## config.mk

```make
export PLATFORM = sky130hd
export DESIGN_NAME = wildcard_substring_search_unit
export DESIGN_NICKNAME = d
export VERILOG_FILES = /design/src/rtl/wss_pkg.sv /design/src/rtl/wildcard_substring_search_unit.sv /design/src/rtl/wss_cfg.sv /design/src/rtl/wss_match.sv /design/src/rtl/wss_outq.sv
export SDC_FILE = /design/constraint.sdc
export NUM_CORES = 1
export LEC_CHECK = 0
export BUFFER_PORTS_ARGS = -buffer_cell sky130_fd_sc_hd__buf_2
export CAP_MARGIN = 40
export CORE_UTILIZATION = 25
export CTS_CLUSTER_SIZE = 24
export DETAILED_ROUTE_END_ITERATION = 8
export SETUP_SLACK_MARGIN = 0.02
export SYNTH_ARGS = -nofsm -noshare
export SYNTH_HDL_FRONTEND = slang
export SYNTH_SLANG_ARGS = --single-unit
```

## constraint.sdc

```tcl
create_clock -name clk -period 17.05 [get_ports clk]
set_clock_uncertainty 0.2 [all_clocks]
set_input_delay 5.115 -clock clk [delete_from_list [all_inputs] [get_ports clk]]
set_output_delay 5.115 -clock clk [all_outputs]
set_load 0.02 [all_outputs]
```

## src/rtl/wss_pkg.sv

```systemverilog
// shared types and constants of the wildcard substring search unit
package wss_pkg;

  localparam int CFG_DATA_W = 64;
  localparam int CFG_ADDR_W = 5;

  // register indexes, taken from paddr[4:3]
  localparam logic [1:0] REG_PATTERN_BYTES  = 2'd0;
  localparam logic [1:0] REG_WILDCARD_MASK  = 2'd1;
  localparam logic [1:0] REG_PATTERN_LENGTH = 2'd2;

  localparam logic [7:0]  DOT_BYTE  = 8'h2E;
  localparam logic [15:0] COUNT_MAX = 16'hFFFF;

  localparam logic KIND_MATCH   = 1'b0;
  localparam logic KIND_SUMMARY = 1'b1;

  localparam int IN_TDATA_W  = 8;
  localparam int OUT_TDATA_W = 40;
  localparam int QDEPTH      = 4;

  typedef struct packed {
    logic [63:0] pattern_bytes;
    logic [7:0]  wildcard_mask;
    logic [3:0]  pattern_length;
  } cfg_t;

  typedef struct packed {
    logic        kind;
    logic [15:0] position;
    logic [3:0]  length;
    logic [15:0] count;
    logic        last;
  } res_t;

  typedef struct packed {
    logic [1:0] num;
    res_t       r0;
    res_t       r1;
  } push_t;

endpackage

```

## src/rtl/wildcard_substring_search_unit.sv

```systemverilog
// top level of the wildcard substring search unit
//
//  channel  direction  handshake          payload
//  s_*      in         s_tvalid/s_tready  tdata[7:0] src_byte, tlast is_last
//  m_*      out        m_tvalid/m_tready  tdata position/length/count,
//                                         tuser result_kind, tlast last_result
//  apb      in         psel/penable       pattern_bytes @0x00, wildcard_mask @0x08,
//                                         pattern_length @0x10
//
// one source byte per cycle while s_tready is high: the compare of the shifted
// window against the masked pattern and the counter updates sit between the
// source transfer and the result queue, so a byte's results are in the queue
// the cycle after it. a byte gives up to two results (match, then summary on
// the last byte); the queue sends one per cycle while m_tready is high.
// s_tready is high while the queue has room for two results, so a stall on
// the output side reaches the input once three results are queued.
// synchronous reset clears the counters, the queue and the registers
// (pattern length back to 1).
module wildcard_substring_search_unit #(
  parameter int MAX_PATTERN   = 8,
  parameter int POSITION_BITS = 16
) (
  input  logic                               clk,
  input  logic                               rst,
  // stream in
  input  logic                               s_tvalid,
  output logic                               s_tready,
  input  logic [wss_pkg::IN_TDATA_W-1:0]     s_tdata,  // [7:0] src_byte
  input  logic                               s_tlast,
  // stream out
  output logic                               m_tvalid,
  input  logic                               m_tready,
  // [15:0] match_position, [19:16] match_length, [35:20] match_count, rest zero
  output logic [wss_pkg::OUT_TDATA_W-1:0]    m_tdata,
  output logic                               m_tuser,  // [0] result_kind
  output logic                               m_tlast,
  // configuration
  input  logic                               psel,
  input  logic                               penable,
  input  logic                               pwrite,
  input  logic [wss_pkg::CFG_ADDR_W-1:0]     paddr,
  input  logic [wss_pkg::CFG_DATA_W-1:0]     pwdata,
  output logic [wss_pkg::CFG_DATA_W-1:0]     prdata,
  output logic                               pready
);
  import wss_pkg::*;

  cfg_t  cfg;
  push_t push;
  res_t  head;
  logic  space;
  logic  accept;

  assign s_tready = space;
  assign accept   = s_tvalid && s_tready;

  wss_cfg u_cfg (
    .clk     (clk),
    .rst     (rst),
    .psel    (psel),
    .penable (penable),
    .pwrite  (pwrite),
    .paddr   (paddr),
    .pwdata  (pwdata),
    .prdata  (prdata),
    .pready  (pready),
    .cfg     (cfg)
  );

  wss_match #(
    .MAX_PATTERN   (MAX_PATTERN),
    .POSITION_BITS (POSITION_BITS)
  ) u_match (
    .clk      (clk),
    .rst      (rst),
    .cfg      (cfg),
    .accept   (accept),
    .src_byte (s_tdata[7:0]),
    .is_last  (s_tlast),
    .push     (push)
  );

  // queue output is the result register
  wss_outq u_outq (
    .clk       (clk),
    .rst       (rst),
    .push      (push),
    .space     (space),
    .out_valid (m_tvalid),
    .out_ready (m_tready),
    .head      (head)
  );

  assign m_tdata = {4'd0, head.count, head.length, head.position};
  assign m_tuser = head.kind;
  assign m_tlast = head.last;

endmodule

```

## src/rtl/wss_cfg.sv

```systemverilog
// configuration registers behind the apb-style port
module wss_cfg (
  input  logic                             clk,
  input  logic                             rst,
  input  logic                             psel,
  input  logic                             penable,
  input  logic                             pwrite,
  input  logic [wss_pkg::CFG_ADDR_W-1:0]   paddr,
  input  logic [wss_pkg::CFG_DATA_W-1:0]   pwdata,
  output logic [wss_pkg::CFG_DATA_W-1:0]   prdata,
  output logic                             pready,
  output wss_pkg::cfg_t                    cfg
);
  import wss_pkg::*;

  logic       wr_en;
  logic [1:0] reg_sel;

  assign pready  = 1'b1;
  assign reg_sel = paddr[4:3];
  assign wr_en   = psel && penable && pwrite && pready;

  always_ff @(posedge clk) begin
    if (rst) begin
      cfg.pattern_bytes  <= '0;
      cfg.wildcard_mask  <= '0;
      cfg.pattern_length <= 4'd1;
    end else if (wr_en) begin
      case (reg_sel)
        REG_PATTERN_BYTES:  cfg.pattern_bytes  <= pwdata;
        REG_WILDCARD_MASK:  cfg.wildcard_mask  <= pwdata[7:0];
        REG_PATTERN_LENGTH: cfg.pattern_length <= pwdata[3:0];
        default: ;
      endcase
    end
  end

  always_comb begin
    case (reg_sel)
      REG_PATTERN_BYTES:  prdata = cfg.pattern_bytes;
      REG_WILDCARD_MASK:  prdata = {56'd0, cfg.wildcard_mask};
      REG_PATTERN_LENGTH: prdata = {60'd0, cfg.pattern_length};
      default:            prdata = '0;
    endcase
  end

endmodule

```

## src/rtl/wss_match.sv

```systemverilog
// byte window, pattern compare and per-string counters
module wss_match #(
  parameter int MAX_PATTERN   = 8,
  parameter int POSITION_BITS = 16
) (
  input  logic           clk,
  input  logic           rst,
  input  wss_pkg::cfg_t  cfg,
  input  logic           accept,
  input  logic [7:0]     src_byte,
  input  logic           is_last,
  output wss_pkg::push_t push
);
  import wss_pkg::*;

  localparam int WIN_IW = (MAX_PATTERN > 1) ? $clog2(MAX_PATTERN) : 1;
  localparam int FILL_W = $clog2(MAX_PATTERN + 1);
  localparam logic [POSITION_BITS-1:0] POS_MAX = {POSITION_BITS{1'b1}};

  logic [7:0]               window [MAX_PATTERN];
  logic [7:0]               window_next [MAX_PATTERN];
  logic [FILL_W-1:0]        fill;
  logic [FILL_W-1:0]        fill_inc;
  logic [POSITION_BITS-1:0] byte_index;
  logic [POSITION_BITS-1:0] index_inc;
  logic [15:0]              found_count;
  logic [15:0]              count_inc;
  logic [3:0]               len_used;
  logic                     hit;
  logic                     matched;
  logic [POSITION_BITS-1:0] pos;
  logic [31:0]              pos_wide;
  res_t                     match_res;
  res_t                     summary_res;

  always_comb begin
    window_next[0] = src_byte;
    for (int k = 1; k < MAX_PATTERN; k++) begin
      window_next[k] = window[k-1];
    end
  end

  assign len_used  = (cfg.pattern_length > 4'(MAX_PATTERN)) ? 4'(MAX_PATTERN)
                                                            : cfg.pattern_length;
  assign fill_inc  = (fill < FILL_W'(MAX_PATTERN)) ? fill + 1'b1 : fill;
  assign index_inc = (byte_index < POS_MAX) ? byte_index + 1'b1 : byte_index;

  // pattern position i lines up with window entry len-1-i
  always_comb begin
    logic [WIN_IW-1:0] idx;
    logic [7:0]        pat;
    logic              any;
    hit = 1'b1;
    for (int i = 0; i < MAX_PATTERN; i++) begin
      idx = WIN_IW'(len_used - 4'd1 - 4'(i));
      pat = cfg.pattern_bytes[8*i +: 8];
      any = cfg.wildcard_mask[i] || (pat == DOT_BYTE);
      if ((4'(i) < len_used) && !any && (window_next[idx] != pat)) begin
        hit = 1'b0;
      end
    end
  end

  assign matched   = (len_used != 4'd0) && (4'(fill_inc) >= len_used) && hit;
  assign pos       = (byte_index >= POS_MAX) ? POS_MAX
                   : byte_index - POSITION_BITS'(len_used - 4'd1);
  assign pos_wide  = 32'(pos);
  assign count_inc = (matched && (found_count != COUNT_MAX)) ? found_count + 16'd1
                                                             : found_count;

  always_comb begin
    match_res.kind     = KIND_MATCH;
    match_res.position = pos_wide[15:0];
    match_res.length   = len_used;
    match_res.count    = count_inc;
    match_res.last     = !is_last;

    summary_res.kind     = KIND_SUMMARY;
    summary_res.position = '0;
    summary_res.length   = '0;
    summary_res.count    = count_inc;
    summary_res.last     = 1'b1;

    push.num = '0;
    push.r0  = summary_res;
    push.r1  = summary_res;
    if (accept) begin
      push.num = 2'(matched) + 2'(is_last);
      if (matched) begin
        push.r0 = match_res;
      end
    end
  end

  // window data is only compared inside the fill, so it needs no reset
  always_ff @(posedge clk) begin
    if (accept) begin
      for (int k = 0; k < MAX_PATTERN; k++) begin
        window[k] <= window_next[k];
      end
    end
  end

  always_ff @(posedge clk) begin
    if (rst) begin
      fill        <= '0;
      byte_index  <= '0;
      found_count <= '0;
    end else if (accept) begin
      if (is_last) begin
        fill        <= '0;
        byte_index  <= '0;
        found_count <= '0;
      end else begin
        fill        <= matched ? '0 : fill_inc;
        byte_index  <= index_inc;
        found_count <= count_inc;
      end
    end
  end

endmodule

```

## src/rtl/wss_outq.sv

```systemverilog
// small result queue, takes up to two results per transfer and sends one
module wss_outq (
  input  logic           clk,
  input  logic           rst,
  input  wss_pkg::push_t push,
  output logic           space,
  output logic           out_valid,
  input  logic           out_ready,
  output wss_pkg::res_t  head
);
  import wss_pkg::*;

  localparam int CNT_W = $clog2(QDEPTH + 1);

  res_t             q [QDEPTH];
  res_t             q_next [QDEPTH];
  logic [CNT_W-1:0] cnt;
  logic [CNT_W-1:0] cnt_after;
  logic [CNT_W-1:0] cnt_next;
  logic             pop;

  assign out_valid = (cnt != '0);
  assign head      = q[0];
  assign space     = (cnt <= CNT_W'(QDEPTH - 2));
  assign pop       = out_valid && out_ready;
  assign cnt_after = cnt - CNT_W'(pop);
  assign cnt_next  = cnt_after + CNT_W'(push.num);

  always_comb begin
    for (int j = 0; j < QDEPTH; j++) begin
      if (pop) begin
        q_next[j] = (j < QDEPTH - 1) ? q[(j + 1) % QDEPTH] : q[j];
      end else begin
        q_next[j] = q[j];
      end
      if ((push.num != 2'd0) && (CNT_W'(j) == cnt_after)) begin
        q_next[j] = push.r0;
      end
      if ((push.num == 2'd2) && (CNT_W'(j) == cnt_after + 1'b1)) begin
        q_next[j] = push.r1;
      end
    end
  end

  always_ff @(posedge clk) begin
    for (int j = 0; j < QDEPTH; j++) begin
      q[j] <= q_next[j];
    end
  end

  always_ff @(posedge clk) begin
    if (rst) begin
      cnt <= '0;
    end else begin
      cnt <= cnt_next;
    end
  end

endmodule

```

=== Word-level counts from Yosys, hierarchy flattened ===
Memories as Yosys holds them, arrays and structs flattened.
Index checks and enable logic that the tools add are counted.

* Register bits after elaboration: 115
* Bits in latches: 0
* Bits in writable memories: 216
* Memories: 2
* Word-level logic and storage cells: 198
* Bits in read-only memories: 0

{| class="wikitable"
|+ Memories
! memory !! depth !! bits a word !! rd ports !! clocked after memory_dff !! write ports !! RTL line !! text
|-
| u_outq.q || 4 || 38 || 4 || 0 || 4 || wss_outq.sv:15 || <nowiki>res_t q [QDEPTH];</nowiki>
|-
| u_match.window || 8 || 8 || 7 || 0 || 8 || wss_match.sv:20 || <nowiki>logic [7:0] window [MAX_PATTERN];</nowiki>
|}

* Shifts and indexed selects: 0
* Reductions and logical operators: 59
* Div/mod/pow operators: 0
* Eq/ne operators: 26
* Order comparisons: 22
* $mul: 0
* Add/sub/neg operators: 17
* Bitwise operators: 8
* Multiplexer cells: 57

{| class="wikitable"
|+ Operators with widths
! operator !! count
|-
| 38-bit 2-to-1 mux || 12
|-
| 8-bit binary-select mux with 3-bit select || 8
|-
| 64-bit one-hot mux with 3 select lines || 1
|-
| 8-bit 2-to-1 mux || 16
|-
| 16-bit 2-to-1 mux || 5
|-
| 8-bit by 6-bit equality test with 1-bit output (second input constant) || 8
|-
| 8-bit != test || 8
|-
| 40-bit 2-to-1 mux || 1
|-
| 16-bit by 1-bit adder with 16-bit output (second input constant) || 2
|-
| 4-bit greater-or-equal comparator (second input constant) || 8
|-
| 3-bit inverter with 4-bit output || 8
|-
| 1-bit logical AND || 31
|-
| 16-bit greater-or-equal comparator (second input constant) || 1
|-
| 16-bit < comparator (second input constant) || 1
|-
| 3-bit by 4-bit < comparator with 1-bit output (first input constant) || 4
|-
| 4-bit 2-to-1 mux || 4
|-
| 16-bit != test (second input constant) || 1
|-
| 16-bit subtractor || 1
|-
| 2-bit by 3-bit equality test with 1-bit output (first input constant) || 4
|-
| 3-bit subtractor (second input constant) || 4
|-
| 1-bit 2-to-1 mux || 10
|-
| 1-bit logical NOT || 9
|-
| 1-bit logical OR || 8
|-
| 1-bit by 4-bit < comparator with 1-bit output (first input constant) || 2
|-
| other kinds (22) || 32
|}

=== Logic depth before layout (Yosys ltp) ===
Gate-level depths: netlist of run 1.

* Depth after elaboration: 26
* Mapped depth: 28

=== Modules after synthesis ===
A second synthesis of run 1 with hierarchy kept.

* Cells, all modules: 2329
* Area total of the unflattened synthesis: 22389.0 µm²

{| class="wikitable"
|+ Modules (own cells, without submodules)
! module !! times used !! seq. area each (µm²) !! cells an instance !! area each (µm²)
|-
| wss_match || 1 || 2402.3 || 1084 || 9624.2
|-
| wss_outq || 1 || 4624.4 || 832 || 8755.9
|-
| wss_cfg || 1 || 1521.5 || 407 || 3968.8
|-
| wildcard_substring_search_unit || 1 || 0.0 || 6 || 40.0
|}

=== Least setup slack after synthesis of run 1 ===
Ideal clock, no wire load.

* Kind: input to output
* From: in paddr[4] (netlist name)
* To: out prdata[3] (netlist name)
* Data arrival time: 6.047 ns
* Stages on the path: 3
* Required time: 11.735 ns
* Path slack: 5.688 ns
* Path buffers: 1
* Path through: buf_1 > mux2i_1 > o21ai_0

* Longest elaborated chain between the ends: 2
* Elaborated cells on any way between the ends: 4
* Classes of those cells: 2 x eq/ne; 1 x mux; 1 x reduce/logical

{| class="wikitable"
|+ RTL lines
! what !! RTL line !! text
|-
| start, declared || wildcard_substring_search_unit.sv:41 || <nowiki>input logic [wss_pkg::CFG_ADDR_W-1:0] paddr,</nowiki>
|-
| 2-bit equality test (tied with other cells) || wss_cfg.sv:39 || <nowiki>case (reg_sel)</nowiki>
|-
| 64-bit one-hot mux with 3 select lines * || wss_cfg.sv:39 ||
|-
| end, declared || wildcard_substring_search_unit.sv:43 || <nowiki>output logic [wss_pkg::CFG_DATA_W-1:0] prdata,</nowiki>
|}

Mark *: on every way between the ends. The rest lies on a longest branch, timed or not.

=== Worst setup path after layout of run 1 ===
* From: in paddr[3] (netlist name)
* To: out prdata[0] (netlist name)

The elaborated chain is that of the path after synthesis.

==> results of run 1 <==
## registers in the layout, summed over array words and instances, names as in the netlist
signal / count
u_match.fill: 4
u_cfg.cfg: 76
u_match.found_count: 16
u_outq.q: 152
u_match.window: 56
u_outq.cnt: 3
u_match.byte_index: 16
## layout make-up
cell class,instances,area [um^2]
Antenna cell,5,12.51
Clock buffer,42,996.0
Clock inverter,23,295.3
Fill cell,7638,51240
Inverter,29,113.9
Multi-Input combinational cell,1482,10040
Sequential cell,323,7670
Tap cell,959,1200
Timing Repair Buffer,219,1264
## worst max path at each step
| stage | start | to |
|---|---|---|
| finish | paddr[3] | prdata[0] |
| global route | paddr[3] | prdata[2] |
| CTS | paddr[3] | prdata[0] |
| detailed placement | paddr[3] | prdata[0] |
| global placement | paddr[3] | prdata[36] |
| floorplan | paddr[4] | prdata[3] |
## worst max-delay path, delay by kind of cell
family / cells / cell delay [ns]
buffers and inverters: 2 / 0.60
AOI/OAI and AO/OA: 1 / 0.16
and+or+nand+nor: 2 / 0.41
## layer usage
metal | up-vias | wire length (um)
li1 | 7388 | -
met1 | 7407 | 25990
met2 | 594 | 24000
met3 | 97 | 4551
met4 | 4 | 1775
met5 | - | 35
## cells by family (layout without fill, tap and decap cells)
kind of cell	count (synthesis)	count (layout)
other	2	10
adders and majority gates	34	34
AOI/OAI and AO/OA	442	442
muxes	199	199
buffers and inverters	170	313
DFF	323	323
and+or+nand+nor	686	686
xor gates and xnor gates	116	116
## power groups by stage
stage	Combinational (mW)	Clock, mW	Sequential (mW)
floorplan	0.511	0	1.12
global placement	0.743	0	1.10
detailed placement	0.760	0	1.10
CTS	0.765	0.872	1.09
global route	0.842	0.901	1.11
finish	0.764	0.854	1.09
## Yosys cell counts (all sizes together) (19+ instances only)
| master | n |
|---|---|
| dfxtp | 203 |
| mux4 | 27 |
| nand3 | 39 |
| ha | 33 |
| o221ai | 19 |
| or3 | 32 |
| nand4 | 26 |
| inv | 26 |
| edfxtp | 120 |
| nand2 | 297 |
| and2 | 65 |
| o21ai | 73 |
| a21oi | 174 |
| o22a | 25 |
| xor2 | 53 |
| xnor2 | 62 |
| buf | 47 |
| mux2i | 161 |
| clkbuf | 94 |
| o22ai | 28 |
| nor2 | 126 |
==> flow_summary.html, run 1 <==
<table>
<tr><th>Metric</th><th>Value</th></tr>
<tr><th colspan="2">Die</th></tr>
<tr><td>Starting density of the core</td><td>25.24%</td></tr>
<tr><td>Die footprint</td><td>74610 um^2</td></tr>
<tr><td>Height of the die</td><td>273.1 um</td></tr>
<tr><td>Number of core rows</td><td>99</td></tr>
<tr><td>Core region area</td><td>72830 um^2</td></tr>
<tr><td>X dimension of the die</td><td>273.1 um</td></tr>
<tr><td>I/O pin count</td><td>194</td></tr>
<tr><th colspan="2">Placed design</th></tr>
<tr><td>Number of cells after detailed placement</td><td>3012</td></tr>
<tr><td>Global placement routability congestion</td><td>0.9387</td></tr>
<tr><td>Buffers on Ports</td><td>185</td></tr>
<tr><td>HPWL after detailed placement</td><td>39190 um</td></tr>
<tr><td>Placed instance area</td><td>20290 um^2</td></tr>
<tr><td>Minimum setup slack after placement</td><td>5.466 ns</td></tr>
<tr><th colspan="2">Setup path</th></tr>
<tr><td>Type of element launching the critical path</td><td>input port</td></tr>
<tr><td>Crit path capture type</td><td>output pin</td></tr>
<tr><td>Reg2Reg Launch Point</td><td>u_cfg.cfg[3]</td></tr>
<tr><td>Worst-case register-to-register setup slack</td><td>8.20 ns</td></tr>
<tr><td>Data required time of the worst path</td><td>11.73 ns</td></tr>
<tr><td>Most prevalent standard cell on the critical path</td><td>sky130_fd_sc_hd__buf_2</td></tr>
<tr><td>Worst Path Max Fanout</td><td>14</td></tr>
<tr><td>Crit-path cells</td><td>buf_2 &gt; nor2b_1 &gt; nand2_1 &gt; o21ai_0 &gt; buf_2</td></tr>
<tr><td>Number of cell instances on the worst register-to-register path</td><td>22</td></tr>
<tr><td>Arrival @ worst endpoint</td><td>6.31 ns</td></tr>
<tr><td>Worst reg2reg endpoint</td><td>u_outq.q[0][14]</td></tr>
<tr><td>Slowest cell on the critical path</td><td>sky130_fd_sc_hd__buf_2</td></tr>
<tr><td>Setup CP Type</td><td>input port to output pin</td></tr>
<tr><td>Critical Path Max Stage Delay</td><td>0.35 ns</td></tr>
<tr><th colspan="2">Run</th></tr>
<tr><td>Reported max-cap violation count</td><td>0</td></tr>
<tr><th colspan="2">Synth</th></tr>
<tr><td>Cell type with the highest aggregate area in the netlist</td><td>sky130_fd_sc_hd__dfxtp_1</td></tr>
<tr><td>Synth Instances</td><td>1972</td></tr>
<tr><td>Post-synthesis instance area</td><td>18380 um^2</td></tr>
<tr><td>Synth Area in Compound Gates</td><td>15.30%</td></tr>
<tr><td>Simple-Gate Fraction of Synth Area</td><td>18.08%</td></tr>
<tr><td>YS warnings</td><td>0</td></tr>
<tr><td>Synthesized area divided by synthesized cell count</td><td>9.321 um^2</td></tr>
<tr><td>Sequential share of the synthesized area</td><td>41.72%</td></tr>
<tr><td>Largest cells by area after synthesis</td><td>sky130_fd_sc_hd__dfxtp_1 22%, sky130_fd_sc_hd__edfxtp_1 20%, sky130_fd_sc_hd__mux2i_1 8.8%</td></tr>
<tr><td>Synthesized-area fraction occupied by xor and xnor cells</td><td>5.725%</td></tr>
<tr><td>Number of synthesized register bits</td><td>323</td></tr>
<tr><td>Share of async-settable or async-resettable flops after synthesis</td><td>0%</td></tr>
<tr><td>Area share of the largest cell type after synthesis</td><td>22.11%</td></tr>
<tr><td>Post-synthesis cell type count</td><td>82</td></tr>
<tr><td>Post-synth top flop</td><td>sky130_fd_sc_hd__dfxtp_1</td></tr>
<tr><td>Number of flops mapped to enable cells by yosys</td><td>120</td></tr>
<tr><td>Adder-cell share of the synthesized area</td><td>2.355%</td></tr>
<tr><td>Mux contribution to synthesized area</td><td>12.75%</td></tr>
<tr><td>Dominant combinational cell family by area after synthesis</td><td>simple AND/OR/NAND/NOR gates</td></tr>
<tr><th colspan="2">Finish</th></tr>
<tr><td>Post-Route Utilization</td><td>29.65%</td></tr>
<tr><td>Growth of design area from synthesis to finish</td><td>17.49%</td></tr>
<tr><td>Layout Cell Area excl Fill</td><td>21590 um^2</td></tr>
<tr><td>Most common cell after layout, fill and taps aside</td><td>sky130_fd_sc_hd__nand2_1</td></tr>
<tr><td>Layout cells sized above 1</td><td>18.27%</td></tr>
<tr><td>Commonest cells after routing, fill and taps aside</td><td>296 x sky130_fd_sc_hd__nand2_1, 201 x sky130_fd_sc_hd__dfxtp_1, 184 x sky130_fd_sc_hd__buf_2</td></tr>
<tr><td>Non-Filler Instances</td><td>3082</td></tr>
<tr><td>Net count, final</td><td>2211</td></tr>
<tr><th colspan="2">Routing</th></tr>
<tr><td>Via density per instance</td><td>5.026</td></tr>
<tr><td>Total via count in the routed design</td><td>15.49k</td></tr>
<tr><td>Total wire length</td><td>56350 um</td></tr>
<tr><td>First-iteration detailed-routing DRC count</td><td>1282</td></tr>
<tr><td>DR WL/cell</td><td>18.28 um</td></tr>
<tr><td>DRC errors left</td><td>0</td></tr>
<tr><td>Number of nets with antenna violations after routing</td><td>0</td></tr>
<tr><td>Total iterations of the first detailed-routing run</td><td>6</td></tr>
<tr><th colspan="2">Global routing</th></tr>
<tr><td>Initial antenna violation count</td><td>8</td></tr>
<tr><td>GRT Util Overall</td><td>14.63%</td></tr>
<tr><td>Overflow left after global routing</td><td>0</td></tr>
<tr><td>Number of global-route vias before repair</td><td>14.23k</td></tr>
<tr><td>Highest-utilization routing layer at the global route stage</td><td>met1</td></tr>
<tr><td>Global routing met2 resource utilization</td><td>21.17%</td></tr>
<tr><td>Met1 Resource Use GR</td><td>21.26%</td></tr>
<tr><td>GR met3 Demand/Resource</td><td>2.856%</td></tr>
<tr><td>Pin count of the biggest net entering global routing</td><td>69</td></tr>
<tr><td>First-pass GRT wire length</td><td>86640 um</td></tr>
<tr><th colspan="2">CTS</th></tr>
<tr><td># hold bufs at CTS</td><td>0</td></tr>
<tr><td>Total clock sinks</td><td>323</td></tr>
<tr><td>Library cell used as clock root buffer</td><td>sky130_fd_sc_hd__clkbuf_16</td></tr>
<tr><td>Max Buffers Root-to-Sink</td><td>3</td></tr>
<tr><td>Post-CTS repair timing setup buffer count</td><td>0</td></tr>
<tr><td>Clock latency at the later pin of the worst-skew pair</td><td>0.56 ns</td></tr>
<tr><td>Cts repair resizes</td><td>0</td></tr>
<tr><td>H-tree levels</td><td>2</td></tr>
<tr><td>Clock-pin slew reported for the worst setup and hold paths after clock tree synthesis</td><td>0.06 ns</td></tr>
<tr><td>Number of buffers inserted during clock tree synthesis</td><td>37</td></tr>
<tr><td>TritonCTS clock tree</td><td>done</td></tr>
<tr><th colspan="2">Pwr</th></tr>
<tr><td>Post-layout power</td><td>2.709 mW</td></tr>
<tr><td>Reg power frac</td><td>40.3%</td></tr>
<tr><td>Switching power total</td><td>0.9065 mW</td></tr>
<tr><td>Maximum vdd drop</td><td>0.2069 mV</td></tr>
<tr><td>Switching share of total power</td><td>33.46%</td></tr>
<tr><td>PD cells</td><td>125.5 nW/um^2</td></tr>
<tr><td>Part of the power in combinational logic</td><td>28.2%</td></tr>
<tr><td>Internal power</td><td>1.803 mW</td></tr>
<tr><td>Total leakage power</td><td>8.298 nW</td></tr>
<tr><td>Clock share of power</td><td>31.5%</td></tr>
<tr><th colspan="2">STA</th></tr>
<tr><td>Final worst-path setup slack</td><td>5.430 ns</td></tr>
<tr><td>Max Freq</td><td>86.06 MHz</td></tr>
<tr><td>Slew of the pin with the lowest slew margin</td><td>1.006 ns</td></tr>
<tr><td>Final worst-path cycle share</td><td>68.15%</td></tr>
<tr><td>Endpoints failing hold</td><td>0</td></tr>
<tr><td>Total of endpoints with negative setup slack in the final report</td><td>0</td></tr>
<tr><td>Worst hold slack</td><td>0.2523 ns</td></tr>
<tr><td>Setup TNS</td><td>0 ns</td></tr>
<tr><td>Max-slew headroom</td><td>32.62%</td></tr>
<tr><td>Time the final worst path needs with I/O delays and setup</td><td>11.62 ns</td></tr>
<tr><td>Number of max-slew violations in the final report</td><td>0</td></tr>
<tr><td>RSZ-0062 raised after global routing</td><td>no</td></tr>
<tr><th colspan="2">Run status</th></tr>
<tr><td>Result of the run</td><td>completed</td></tr>
<tr><th colspan="2">Worst hold path</th></tr>
<tr><td>Min-Delay Startpoint</td><td>u_outq.q[3][29]</td></tr>
<tr><td>Endpoint of the worst hold-timing path</td><td>u_outq.q[3][29]</td></tr>
<tr><td>Class of the most critical hold timing path</td><td>register to register</td></tr>
<tr><td>Number of stages on the worst hold path</td><td>2</td></tr>
</table>
Power figures use the tool's default switching activity.
==> run 2: changes to the inputs <==
==> constraint.sdc (replaced) <==
create_clock -name clk -period 11.3 [get_ports clk]
set_clock_uncertainty 0.2 [all_clocks]
set_input_delay 3.39 -clock clk [delete_from_list [all_inputs] [get_ports clk]]
set_output_delay 3.39 -clock clk [all_outputs]
set_load 0.02 [all_outputs]
==> run 2 against run 1 <==
  * Sequential share of layout area rose by 0.21 points
  * First-iteration DRC count increased by 3.5%
  * Utilization shrank 0.17 points
  * Clock power increased by 44%
  * Final area is 0.59% lower
  * Critical endpoint is now u_outq.q[0][3]
  * Largest cell class unchanged
==> flow_summary.html, run 2 (synthesis results as in run 1) <==
<table>
<tr><th>Metric</th><th>Value</th></tr>
<tr><th colspan="2">Run status</th></tr>
<tr><td>Result of the run</td><td>completed</td></tr>
<tr><th colspan="2">STA</th></tr>
<tr><td>Endpoints failing hold</td><td>0</td></tr>
<tr><td>Time the final worst path needs with I/O delays and setup</td><td>8.709 ns</td></tr>
<tr><td>Final worst-path cycle share</td><td>77.07%</td></tr>
<tr><td>Slew of the pin with the lowest slew margin</td><td>0.9351 ns</td></tr>
<tr><td>Max-slew headroom</td><td>37.39%</td></tr>
<tr><td>RSZ-0062 raised after global routing</td><td>no</td></tr>
<tr><td>Number of max-slew violations in the final report</td><td>0</td></tr>
<tr><td>Total of endpoints with negative setup slack in the final report</td><td>0</td></tr>
<tr><td>Setup TNS</td><td>0 ns</td></tr>
<tr><td>Max Freq</td><td>114.8 MHz</td></tr>
<tr><th colspan="2">Worst hold path</th></tr>
<tr><td>Class of the most critical hold timing path</td><td>register to register</td></tr>
<tr><td>Number of stages on the worst hold path</td><td>2</td></tr>
<tr><th colspan="2">Routing</th></tr>
<tr><td>Number of nets with antenna violations after routing</td><td>0</td></tr>
<tr><td>Via density per instance</td><td>4.957</td></tr>
<tr><td>Total iterations of the first detailed-routing run</td><td>6</td></tr>
<tr><td>Total via count in the routed design</td><td>15.28k</td></tr>
<tr><td>Total wire length</td><td>55690 um</td></tr>
<tr><td>First-iteration detailed-routing DRC count</td><td>1327</td></tr>
<tr><td>DRC errors left</td><td>0</td></tr>
<tr><td>DR WL/cell</td><td>18.06 um</td></tr>
<tr><th colspan="2">Finish</th></tr>
<tr><td>Non-Filler Instances</td><td>3083</td></tr>
<tr><td>Layout cells sized above 1</td><td>17.79%</td></tr>
<tr><td>Max reg flops</td><td>152</td></tr>
<tr><td>Multi-input combinational cell area</td><td>10040 um^2</td></tr>
<tr><td>Layout Cell Area excl Fill</td><td>21470 um^2</td></tr>
<tr><td>Top flop regs</td><td>u_outq.q x152, u_cfg.cfg x76, u_match.window x56</td></tr>
<tr><td>Most common cell after layout, fill and taps aside</td><td>sky130_fd_sc_hd__nand2_1</td></tr>
<tr><td>Commonest cells after routing, fill and taps aside</td><td>296 x sky130_fd_sc_hd__nand2_1, 201 x sky130_fd_sc_hd__dfxtp_1, 185 x sky130_fd_sc_hd__buf_2</td></tr>
<tr><td>Number of inserted filler cells in the final layout</td><td>7708</td></tr>
<tr><td>Growth of design area from synthesis to finish</td><td>16.80%</td></tr>
<tr><td>Net count, final</td><td>2211</td></tr>
<tr><td>Post-Route Utilization</td><td>29.48%</td></tr>
<tr><td>Area taken by flip-flops and latches</td><td>7670 um^2</td></tr>
<tr><td>Register ranked first by flip-flop count</td><td>u_outq.q</td></tr>
<tr><th colspan="2">CTS</th></tr>
<tr><td>TritonCTS clock tree</td><td>done</td></tr>
<tr><td>Total clock sinks</td><td>323</td></tr>
<tr><td>Clock-pin slew reported for the worst setup and hold paths after clock tree synthesis</td><td>0.06 ns</td></tr>
<tr><td>Library cell used as clock root buffer</td><td>sky130_fd_sc_hd__clkbuf_16</td></tr>
<tr><td>Clock latency at the later pin of the worst-skew pair</td><td>0.57 ns</td></tr>
<tr><td># hold bufs at CTS</td><td>0</td></tr>
<tr><td>Post-CTS repair timing setup buffer count</td><td>0</td></tr>
<tr><td>Number of buffers inserted during clock tree synthesis</td><td>36</td></tr>
<tr><td>H-tree levels</td><td>2</td></tr>
<tr><td>Cts repair resizes</td><td>0</td></tr>
<tr><td>Max Buffers Root-to-Sink</td><td>3</td></tr>
<tr><th colspan="2">Global routing</th></tr>
<tr><td>Initial antenna violation count</td><td>10</td></tr>
<tr><td>GRT Util Overall</td><td>14.51%</td></tr>
<tr><td>Pin count of the biggest net entering global routing</td><td>67</td></tr>
<tr><td>Overflow left after global routing</td><td>0</td></tr>
<tr><td>First-pass GRT wire length</td><td>85560 um</td></tr>
<tr><td>Number of global-route vias before repair</td><td>14.28k</td></tr>
<tr><th colspan="2">Setup path</th></tr>
<tr><td>Number of cell instances on the worst register-to-register path</td><td>21</td></tr>
<tr><td>Critical Path Max Stage Delay</td><td>0.78 ns</td></tr>
<tr><td>Type of element launching the critical path</td><td>input port</td></tr>
<tr><td>Setup CP Type</td><td>input port to register</td></tr>
<tr><td>Worst Path Max Fanout</td><td>34</td></tr>
<tr><td>Crit path capture type</td><td>register</td></tr>
<tr><td>Slowest cell on the critical path</td><td>sky130_fd_sc_hd__or3_1</td></tr>
<tr><td>Arrival @ worst endpoint</td><td>8.80 ns</td></tr>
<tr><td>Crit-path cells</td><td>buf_2 &gt; mux2i_1 &gt; mux4_2 &gt; xnor2_1 &gt; nor4_1 &gt; a21boi_0 &gt; a2111oi_1 &gt; and3_1 &gt; buf_4 &gt; nand2_1 &gt; inv_1 &gt; ha_1 &gt; nand2_1 &gt; inv_1 &gt; nand3b_1 &gt; or3_1 &gt; nand2_1 &gt; buf_4 &gt; mux2_2</td></tr>
<tr><td>Data required time of the worst path</td><td>11.39 ns</td></tr>
<tr><td>Most prevalent standard cell on the critical path</td><td>sky130_fd_sc_hd__nand2_1</td></tr>
<tr><th colspan="2">Placed design</th></tr>
<tr><td>HPWL after detailed placement</td><td>38750 um</td></tr>
<tr><td>Buffers on Ports</td><td>185</td></tr>
<tr><td>Global placement routability congestion</td><td>0.9296</td></tr>
<tr><td>Placed instance area</td><td>20240 um^2</td></tr>
<tr><td>Number of cells after detailed placement</td><td>3013</td></tr>
<tr><th colspan="2">Run</th></tr>
<tr><td>Reported max-cap violation count</td><td>0</td></tr>
<tr><th colspan="2">Die</th></tr>
<tr><td>Number of core rows</td><td>99</td></tr>
<tr><td>I/O pin count</td><td>194</td></tr>
<tr><td>Die footprint</td><td>74610 um^2</td></tr>
<tr><td>Starting density of the core</td><td>25.24%</td></tr>
<tr><td>Height of the die</td><td>273.1 um</td></tr>
<tr><td>X dimension of the die</td><td>273.1 um</td></tr>
<tr><td>Core region area</td><td>72830 um^2</td></tr>
<tr><th colspan="2">Pwr</th></tr>
<tr><td>Maximum vdd drop</td><td>0.2584 mV</td></tr>
<tr><td>Total leakage power</td><td>8.238 nW</td></tr>
<tr><td>Switching power total</td><td>1.363 mW</td></tr>
<tr><td>Switching share of total power</td><td>33.90%</td></tr>
<tr><td>Internal power</td><td>2.658 mW</td></tr>
<tr><td>PD cells</td><td>187.3 nW/um^2</td></tr>
<tr><td>Part of the power in combinational logic</td><td>28.4%</td></tr>
<tr><td>Reg power frac</td><td>40.9%</td></tr>
<tr><td>Clock share of power</td><td>30.7%</td></tr>
</table>
==> run 2: power groups by stage <==
| stage | Clock [mW] | Sequential, mW | Combinational, mW |
|---|---|---|---|
| 2_1_floorplan | 0 | 1.69 | 0.771 |
| 3_3_place_gp | 0 | 1.66 | 1.12 |
| 3_5_place_dp | 0 | 1.66 | 1.14 |
| 4_1_cts | 1.26 | 1.64 | 1.15 |
| 5_1_grt | 1.30 | 1.67 | 1.26 |
| 6_report | 1.23 | 1.64 | 1.14 |
==> run 2: critical path: cells and delay by family <==
family | cells | cell delay [ns]
simple gates | 7 | 2.05
buf+inv | 5 | 1.03
mux | 3 | 1.09
xor+xnor | 1 | 0.16
fa+ha+maj | 1 | 0.18
compound gates | 2 | 0.88
==> run 2: final cells by class <==
cell class	count	share of cell area [%]
antenna	5	0.05828
multi-input combinational	1482	46.75
inverter	29	0.5304
clock buffer	46	4.616
sequential	323	35.73
tap	959	5.589
clock inverter	19	1.032
timing repair buffer	220	5.700
==> run 2: path summary, 6_finish.rpt <==
check | startpoint | end | slack [ns]
max | s_tdata[0] | u_outq.q[0][3] | 2.59
min | u_outq.q[3][21] | u_outq.q[3][21] | 0.25
max reg2reg | u_cfg.cfg[3] | u_outq.q[0][3] | 3.41
min reg2reg | u_outq.q[3][21] | u_outq.q[3][21] | 0.25
==> run 2: stage by stage <==
step	setup WS (ns)	hold slack, ns	power, mW
final	2.591	0.2526	4.021
after global placement	2.072	0.2334	2.781
after global routing	2.221	0.2822	4.233
after CTS	2.664	0.2573	4.046
after detailed placement	2.105	0.2419	2.803
after floorplan	3.388	0.2244	2.461
==> run 2: per-layer routing <==
| metal | GRT usage, % | share of wire [%] | vias to the layer above |
|---|---|---|---|
| met4 | 5.572 | 3.3 | 8 |
| met1 | 20.25 | 46 | 7203 |
| met2 | 21.23 | 43 | 574 |
| met5 | 0 | 0.092 | - |
| met3 | 3.717 | 8.5 | 98 |
| li1 | - | - | 7398 |
